`src/rtl/lpht_pkg.sv`:
```
package lpht_pkg;

    localparam int TABLE_SLOTS_DEF = 32;

    localparam int OP_W     = 2;
    localparam int KEY_W    = 31;
    localparam int VAL_W    = 32;
    localparam int STATUS_W = 3;
    localparam int SLOT_W   = 5;

    localparam logic [OP_W-1:0] OP_INSERT = 2'd0;
    localparam logic [OP_W-1:0] OP_SEARCH = 2'd1;
    localparam logic [OP_W-1:0] OP_DELETE = 2'd2;

    localparam logic [STATUS_W-1:0] ST_INSERTED  = 3'd0;
    localparam logic [STATUS_W-1:0] ST_OVERWROTE = 3'd1;
    localparam logic [STATUS_W-1:0] ST_HIT       = 3'd2;
    localparam logic [STATUS_W-1:0] ST_MISS      = 3'd3;
    localparam logic [STATUS_W-1:0] ST_BADOP     = 3'd4;

endpackage

```
`src/rtl/linear_probe_hash_table.sv`:
```
// A request passes the reciprocal modulo pipeline, then probes 1 to TABLE_SLOTS slots
// (one probe a cycle) and is then registered for output; an invalid op skips both steps.
// Only one request is in flight at a time: a new one is taken after the last result is
// loaded into the output register, which waits while an earlier result is not taken.
// Reset: asynchronous, active low; afterwards a clearing pass over all TABLE_SLOTS slots
// empties the table before the first request is taken.
module linear_probe_hash_table #(
    parameter int TABLE_SLOTS = lpht_pkg::TABLE_SLOTS_DEF
) (
    input  logic                          clk,
    input  logic                          rst_n,
    input  logic                          in_valid,
    output logic                          in_ready,
    input  logic [lpht_pkg::OP_W-1:0]     op,
    input  logic [lpht_pkg::KEY_W-1:0]    key,
    input  logic signed [lpht_pkg::VAL_W-1:0] value,
    output logic                          out_valid,
    input  logic                          out_ready,
    output logic [lpht_pkg::STATUS_W-1:0] status,
    output logic signed [lpht_pkg::VAL_W-1:0] found_value,
    output logic [lpht_pkg::SLOT_W-1:0]   slot
);

    localparam int IW   = $clog2(TABLE_SLOTS);
    localparam int WIDE = (IW > lpht_pkg::SLOT_W) ? IW : lpht_pkg::SLOT_W;
    localparam logic [IW-1:0] LAST_IDX = IW'(TABLE_SLOTS - 1);

    typedef enum logic [4:0] {
        S_CLEAR  = 5'b00001,
        S_IDLE   = 5'b00010,
        S_MOD    = 5'b00100,
        S_PROBE  = 5'b01000,
        S_FINISH = 5'b10000
    } state_t;

    state_t state_reg, state_next;

    logic                       used_mem [TABLE_SLOTS];
    logic [lpht_pkg::KEY_W-1:0] key_mem  [TABLE_SLOTS];
    logic [lpht_pkg::VAL_W-1:0] val_mem  [TABLE_SLOTS];

    logic                       used_rd_reg;
    logic [lpht_pkg::KEY_W-1:0] key_rd_reg;
    logic [lpht_pkg::VAL_W-1:0] val_rd_reg;

    logic [lpht_pkg::OP_W-1:0]  op_reg;
    logic [lpht_pkg::KEY_W-1:0] key_reg;
    logic [lpht_pkg::VAL_W-1:0] value_reg;
    logic [IW-1:0]              idx_reg, idx_next;
    logic [IW-1:0]              home_reg, home_next;
    logic [IW-1:0]              cnt_reg, cnt_next;
    logic [IW-1:0]              clr_reg, clr_next;
    logic [IW-1:0]              idx_inc;

    logic [lpht_pkg::STATUS_W-1:0] res_status_reg, res_status_next;
    logic [lpht_pkg::VAL_W-1:0]    res_val_reg, res_val_next;
    logic [IW-1:0]                 res_slot_reg, res_slot_next;

    logic                          out_valid_reg, out_valid_next;
    logic [lpht_pkg::STATUS_W-1:0] status_reg;
    logic [lpht_pkg::VAL_W-1:0]    found_reg;
    logic [lpht_pkg::SLOT_W-1:0]   slot_reg;
    logic                          out_load;

    logic          accept;
    logic          mod_done;
    logic [IW-1:0] mod_rem;
    logic [IW-1:0] rd_addr;
    logic [IW-1:0] wr_addr;
    logic          wr_used_en;
    logic          wr_used_data;
    logic          wr_kv_en;
    logic [WIDE-1:0] slot_wide;

    assign accept   = in_valid && in_ready;
    assign in_ready = (state_reg == S_IDLE);
    assign idx_inc  = (idx_reg == LAST_IDX) ? '0 : (idx_reg + 1'b1);

    lpht_mod #(
        .TABLE_SLOTS(TABLE_SLOTS)
    ) u_mod (
        .clk  (clk),
        .rst_n(rst_n),
        .start(accept),
        .key  (key),
        .done (mod_done),
        .rem  (mod_rem)
    );

    always_comb
    begin
        state_next      = state_reg;
        idx_next        = idx_reg;
        home_next       = home_reg;
        cnt_next        = cnt_reg;
        clr_next        = clr_reg;
        res_status_next = res_status_reg;
        res_val_next    = res_val_reg;
        res_slot_next   = res_slot_reg;
        rd_addr         = idx_inc;
        wr_addr         = idx_reg;
        wr_used_en      = 1'b0;
        wr_used_data    = 1'b0;
        wr_kv_en        = 1'b0;
        out_load        = 1'b0;

        case (state_reg)
            S_CLEAR:
            begin
                wr_addr    = clr_reg;
                wr_used_en = 1'b1;
                clr_next   = clr_reg + 1'b1;
                if (clr_reg == LAST_IDX)
                begin
                    state_next = S_IDLE;
                end
            end
            S_IDLE:
            begin
                if (accept)
                begin
                    if (op == lpht_pkg::OP_INSERT || op == lpht_pkg::OP_SEARCH ||
                        op == lpht_pkg::OP_DELETE)
                    begin
                        state_next = S_MOD;
                    end
                    else
                    begin
                        res_status_next = lpht_pkg::ST_BADOP;
                        res_val_next    = '0;
                        res_slot_next   = '0;
                        state_next      = S_FINISH;
                    end
                end
            end
            S_MOD:
            begin
                rd_addr = mod_rem;
                if (mod_done)
                begin
                    idx_next   = mod_rem;
                    home_next  = mod_rem;
                    cnt_next   = '0;
                    state_next = S_PROBE;
                end
            end
            S_PROBE:
            begin
                res_val_next = '0;
                res_slot_next = idx_reg;
                if (op_reg == lpht_pkg::OP_INSERT)
                begin
                    if (!used_rd_reg)
                    begin
                        wr_used_en      = 1'b1;
                        wr_used_data    = 1'b1;
                        wr_kv_en        = 1'b1;
                        res_status_next = lpht_pkg::ST_INSERTED;
                        state_next      = S_FINISH;
                    end
                    else if (cnt_reg == LAST_IDX)
                    begin
                        wr_addr         = home_reg;
                        wr_used_en      = 1'b1;
                        wr_used_data    = 1'b1;
                        wr_kv_en        = 1'b1;
                        res_status_next = lpht_pkg::ST_OVERWROTE;
                        res_slot_next   = home_reg;
                        state_next      = S_FINISH;
                    end
                end
                else
                begin
                    if (!used_rd_reg)
                    begin
                        res_status_next = lpht_pkg::ST_MISS;
                        res_slot_next   = '0;
                        state_next      = S_FINISH;
                    end
                    else if (key_rd_reg == key_reg)
                    begin
                        res_status_next = lpht_pkg::ST_HIT;
                        if (op_reg == lpht_pkg::OP_SEARCH)
                        begin
                            res_val_next = val_rd_reg;
                        end
                        else
                        begin
                            wr_used_en = 1'b1;
                        end
                        state_next = S_FINISH;
                    end
                    else if (cnt_reg == LAST_IDX)
                    begin
                        res_status_next = lpht_pkg::ST_MISS;
                        res_slot_next   = '0;
                        state_next      = S_FINISH;
                    end
                end
                if (state_next == S_PROBE)
                begin
                    idx_next = idx_inc;
                    cnt_next = cnt_reg + 1'b1;
                end
            end
            S_FINISH:
            begin
                if (!out_valid_reg || out_ready)
                begin
                    out_load   = 1'b1;
                    state_next = S_IDLE;
                end
            end
            default:
            begin
                state_next = S_IDLE;
            end
        endcase
    end

    always_comb
    begin
        out_valid_next = out_valid_reg;
        if (out_load)
        begin
            out_valid_next = 1'b1;
        end
        else if (out_ready)
        begin
            out_valid_next = 1'b0;
        end
    end

    always_ff @(posedge clk or negedge rst_n)
    begin
        if (!rst_n)
        begin
            state_reg     <= S_CLEAR;
            clr_reg       <= '0;
            out_valid_reg <= 1'b0;
        end
        else
        begin
            state_reg     <= state_next;
            clr_reg       <= clr_next;
            out_valid_reg <= out_valid_next;
        end
    end

    always_ff @(posedge clk)
    begin
        if (accept)
        begin
            op_reg    <= op;
            key_reg   <= key;
            value_reg <= value;
        end
        idx_reg        <= idx_next;
        home_reg       <= home_next;
        cnt_reg        <= cnt_next;
        res_status_reg <= res_status_next;
        res_val_reg    <= res_val_next;
        res_slot_reg   <= res_slot_next;
    end

    // slot memories: one write, one registered read per cycle
    always_ff @(posedge clk)
    begin
        if (wr_used_en)
        begin
            used_mem[wr_addr] <= wr_used_data;
        end
        if (wr_kv_en)
        begin
            key_mem[wr_addr] <= key_reg;
            val_mem[wr_addr] <= value_reg;
        end
        used_rd_reg <= used_mem[rd_addr];
        key_rd_reg  <= key_mem[rd_addr];
        val_rd_reg  <= val_mem[rd_addr];
    end

    assign slot_wide = WIDE'(res_slot_reg);

    always_ff @(posedge clk)
    begin
        if (out_load)
        begin
            status_reg <= res_status_reg;
            found_reg  <= res_val_reg;
            slot_reg   <= slot_wide[lpht_pkg::SLOT_W-1:0];
        end
    end

    assign out_valid   = out_valid_reg;
    assign status      = status_reg;
    assign found_value = found_reg;
    assign slot        = slot_reg;

endmodule

```
`src/rtl/lpht_mod.sv`:
```
module lpht_mod #(
    parameter int TABLE_SLOTS = lpht_pkg::TABLE_SLOTS_DEF
) (
    input  logic                       clk,
    input  logic                       rst_n,
    input  logic                       start,
    input  logic [lpht_pkg::KEY_W-1:0] key,
    output logic                       done,
    output logic [$clog2(TABLE_SLOTS)-1:0] rem
);

    localparam int IW      = $clog2(TABLE_SLOTS);
    localparam int RW      = IW + 1;
    localparam int RECIP_W = lpht_pkg::KEY_W + 1;
    localparam int PW      = lpht_pkg::KEY_W + RECIP_W;
    localparam int SHIFT   = lpht_pkg::KEY_W + IW;
    localparam longint unsigned RECIP_FULL = (64'd1 << SHIFT) / TABLE_SLOTS;
    localparam logic [RECIP_W-1:0] RECIP   = RECIP_W'(RECIP_FULL);
    localparam logic [RW-1:0]      SLOTS_R = RW'(TABLE_SLOTS);

    // three-stage key modulo slot count: the truncated reciprocal gives a
    // quotient low by at most one, so the low bits of key - q * slots land
    // below twice the slot count and one compare and subtract finishes it

    logic [PW-1:0] prod_reg, prod_next;
    logic [RW-1:0] klow_reg, klow_next;
    logic [RW-1:0] diff_reg, diff_next;
    logic [RW-1:0] corr;
    logic [IW-1:0] rem_reg, rem_next;
    logic          v1_reg, v1_next;
    logic          v2_reg, v2_next;
    logic          done_reg, done_next;

    always_comb
    begin
        prod_next = PW'(key) * PW'(RECIP);
        klow_next = key[RW-1:0];
        diff_next = klow_reg - prod_reg[SHIFT +: RW] * SLOTS_R;
        corr      = (diff_reg >= SLOTS_R) ? (diff_reg - SLOTS_R) : diff_reg;
        rem_next  = corr[IW-1:0];
        v1_next   = start;
        v2_next   = v1_reg && !start;
        done_next = v2_reg && !start;
    end

    always_ff @(posedge clk or negedge rst_n)
    begin
        if (!rst_n)
        begin
            v1_reg   <= 1'b0;
            v2_reg   <= 1'b0;
            done_reg <= 1'b0;
        end
        else
        begin
            v1_reg   <= v1_next;
            v2_reg   <= v2_next;
            done_reg <= done_next;
        end
    end

    always_ff @(posedge clk)
    begin
        prod_reg <= prod_next;
        klow_reg <= klow_next;
        diff_reg <= diff_next;
        rem_reg  <= rem_next;
    end

    assign done = done_reg;
    assign rem  = rem_reg;

endmodule

```
`config.mk`:
```
export PLATFORM = sky130hd
export DESIGN_NAME = linear_probe_hash_table
export DESIGN_NICKNAME = d
export VERILOG_FILES = /design/src/rtl/lpht_pkg.sv /design/src/rtl/linear_probe_hash_table.sv /design/src/rtl/lpht_mod.sv
export SDC_FILE = /design/constraint.sdc
export NUM_CORES = 2
export LEC_CHECK = 0
export ABC_AREA = 1
export BUFFER_PORTS_ARGS = -buffer_cell sky130_fd_sc_hd__buf_4
export CORE_AREA = 2 2 431 433
export DETAILED_ROUTE_END_ITERATION = 10
export DIE_AREA = 0 0 433 435
export PLACE_DENSITY = 0.72
export SYNTH_ARGS = -nofsm -noshare
export SYNTH_HDL_FRONTEND = slang
export SYNTH_HIERARCHICAL = 1
export SYNTH_SLANG_ARGS = --single-unit
export TNS_END_PERCENT = 1
```
`constraint.sdc`:
```
create_clock -name clk -period 13.25 [get_ports clk]
set_input_delay 1.9875 -clock clk [delete_from_list [all_inputs] [get_ports clk]]
set_output_delay 1.9875 -clock clk [all_outputs]
set_load 0.02 [all_outputs]
```
==> reports/qor.yml <==
route:
  drt_iter0_markers: 9390
  drt_pass1_iterations: 8
  dr_total_vias: 59955
  finalWirelength_um: 248000
  detail_route.wl_per_cell_um: 24.24
  drtAntennaViolNets: 0
  viasPerCell: 5.860
  drc_errors: 0
clock_tree:
  cts_tree: "built"
  cts_root_buf: "clkbuf_16"
  clk_path_buf_depth: 3
  cts_resized: 0
  clk_latency_ns: 0.89
  cts.sinks: 2301
  cts_hold_buf: 0
  htreeDepth: 4
  clkTransAtPathRegs_ns: 0.06
  numCtsBuffers: 215
  post_cts_buffers: 0
floorplan:
  rows: 158
  start_util_pct: 49.60
  die_x_um: 433
  die_area_um2: 188400
  ios: 111
  core_um2: 184000
  die_y_um: 435
finish:
  largestRegisters: "val_mem (1024), key_mem (992)"
  drive_above_1_share_pct: 8.362
  top_register: "val_mem"
  fin_nets: 7634
  layout_common_cells: "2208 x edfxtp_1, 2163 x nand2_1, 2006 x nand3_1"
  final_common_cell: "edfxtp_1"
  fill_cells: 14380
  largest_reg_flops: 1024
  area_growth_pct: 11.46
worst_setup_path:
  critPathArrivalTime_ns: 6.69
  worstSetupPathType: "reg -> reg"
  setup.worst_path.end_class: "register"
  reg2reg_to: "val_rd_reg[2]"
  critPathLaunchType: "register"
  r2r_start: "idx_reg[0]"
  cp.required_ns: 13.99
  reg2reg_depth: 17
  r2r_slack_ns: 7.31
  critPathMaxFanout: 79
min_path:
  hold_path_end: "u_mod/rem[4]"
  min_delay_path_depth: 0
  hp-class: "reg -> reg"
  hold_path.startpoint: "u_mod/diff_reg[4]"
placed_design:
  routabilityCongestion: 0.8141
  pre_cts_slack_ns: 7.502
  io_buffers: 110
  dpl.hpwl_um: 116500
yosys:
  syn_avg_cell_area_um2: 12.09
  synth_warnings: 6
  synth.distinct_cells: 34
  postSynthCellCount: 7551
  ys_seq_area_share_pct: 74.75
  synth-seq-cells: 2301
  synth_area_um2: 91290
  synth_fp_nets: 7626
power_and_ir_drop:
  swShare_pct: 29.68
  comb_power_share_pct: 18.7
  vdd_ir_drop_max_uv: 152.9
  p_seq_share_pct: 47.4
  leakage_nw: 36.61
  clock_power_share_pct: 33.9
  p_int_w: 0.01297
  p_per_area_nw_per_um2: 181.2
  switchingPower_w: 0.005472
sta:
  clock.fmax_mhz: 168.3
  tightest_slew_ns: 1.279
  clock_skew_ns: 0.03203
  finalMaxSlewViolations: 0
  setup_violations: 0
  setup_ws_ns: 7.307
  rsz0062_at_grt: "false"
  relSlewSlack_pct: 14.76
  hold_viol: 0
  finalSetupTns_ns: 0
  period_needed_ns: 5.943
  period_share_pct: 44.85
grt:
  grt_antenna_before_repair: 3
  grt_max_degree: 220
  grt_usage_pct: 25.98
  grt_overflow_total: 0
  grt_pass1_wl_um: 364000
  grt_pass1_vias: 56997
run_status:
  outcome: "finished clean"
run:
  cap_violations: 0
==> power by group through the flow <==
stage	logic, W	clock network, W	registers, W
after floorplan	0.00226	0	0.00888
after global placement	0.00332	0	0.00888
after detailed placement	0.00338	0	0.00889
after CTS	0.00340	0.00628	0.00874
after global routing	0.00375	0.00657	0.00877
final	0.00345	0.00624	0.00874
==> per-stage QoR <==
stage	std cells	hold WS (ns)	power, W	util, %	cell area (um^2)
2_1_floorplan	7551	0.3096	0.01113	-	91290
3_3_place_gp	9822	0.3121	0.01219	51.40	94590
3_5_place_dp	9822	0.3132	0.01227	51.40	94590
4_1_cts	10229	0.3273	0.01842	55.28	101700
5_1_grt	10230	0.3309	0.01909	55.28	101700
6_report	10231	0.3253	0.01844	55.28	101700
==> cells by family (layout without fill, tap and decap cells) <==
group	count (synthesis)	count (layout)	share of synthesized area, %
AO/OA/AOI/OAI	32	32	0.2029
XOR/XNOR	31	31	0.2974
adder cells (fa/ha/maj)	6	6	0.08223
buffers and inverters	812	1010	3.771
flip-flops	2301	2301	74.75
other	0	2	0
AND/OR/NAND/NOR	4369	4369	20.90
==> metal layers <==
| layer | vias to the layer above | track usage [%] | part of all wire, % |
|---|---|---|---|
| li1 | 26483 | - | - |
| met3 | 551 | 5.267 | 12 |
| met4 | 2 | 8.927 | 3.4 |
| met2 | 3902 | 41.32 | 47 |
| met1 | 29017 | 35.77 | 38 |
| met5 | - | 0 | 0.076 |
==> how the worst max path moves through the flow <==
stage,from,end,slack [ns]
2_1_floorplan,state_reg[1],key_mem[0][0],7.32
3_3_place_gp,idx_reg[0],val_rd_reg[9],7.68
3_5_place_dp,idx_reg[0],val_rd_reg[2],7.50
4_1_cts,idx_reg[0],val_rd_reg[2],7.47
5_1_grt,idx_reg[0],val_rd_reg[26],6.99
6_report,idx_reg[0],val_rd_reg[2],7.31
==> cell usage after synthesis, drive strengths merged <==
library cell / count / area share [%]
o22ai: 1 / 0.0069
dfrtp: 13 / 0.36
xnor2: 21 / 0.20
o2111ai: 1 / 0.0096
nor3: 12 / 0.066
nor2: 154 / 0.69
ha: 6 / 0.082
a21oi: 7 / 0.038
nand4: 7 / 0.048
dfxtp: 79 / 1.7
nand3b: 15 / 0.12
inv: 354 / 1.5
nor3b: 2 / 0.016
xor2: 10 / 0.096
nand2b: 2 / 0.014
nand3: 2008 / 11
nand2: 2167 / 8.9
or2: 1 / 0.0069
edfxtp: 2208 / 73
clkbuf: 106 / 0.44
o21ai: 18 / 0.11
buf: 352 / 1.9
and3: 1 / 0.0069
o211ai: 5 / 0.041
dfstp: 1 / 0.029
==> cell type report <==
cell class,count,area [um^2],area share [%]
clock inverters,120,1308,1.285
well taps,2480,3103,3.050
clock buffers,287,5842,5.741
multi-input cells,4438,19950,19.61
diodes,2,5.005,0.004919
repair buffers,249,1957,1.923
flip-flops and latches,2301,68240,67.06
inverters,354,1349,1.326
==> worst max-delay path, stage by stage, from the launching register on <==
cell      delay (ns)
edfxtp_1        0.48
ha_1            0.27
nand2_1         0.09
nor2_1          0.04
ha_1            0.21
nor2_1          0.18
nand2_1         0.46
nand2_4         0.78
buf_4           0.81
buf_4           0.83
buf_4           0.79
nand2_1         0.13
nand3_1         0.13
nand3_1         0.10
nand3_1         0.12
nand2_1         0.07
nand2_1         0.05
nand2_1         0.06
(Power assumes the default switching activity.)
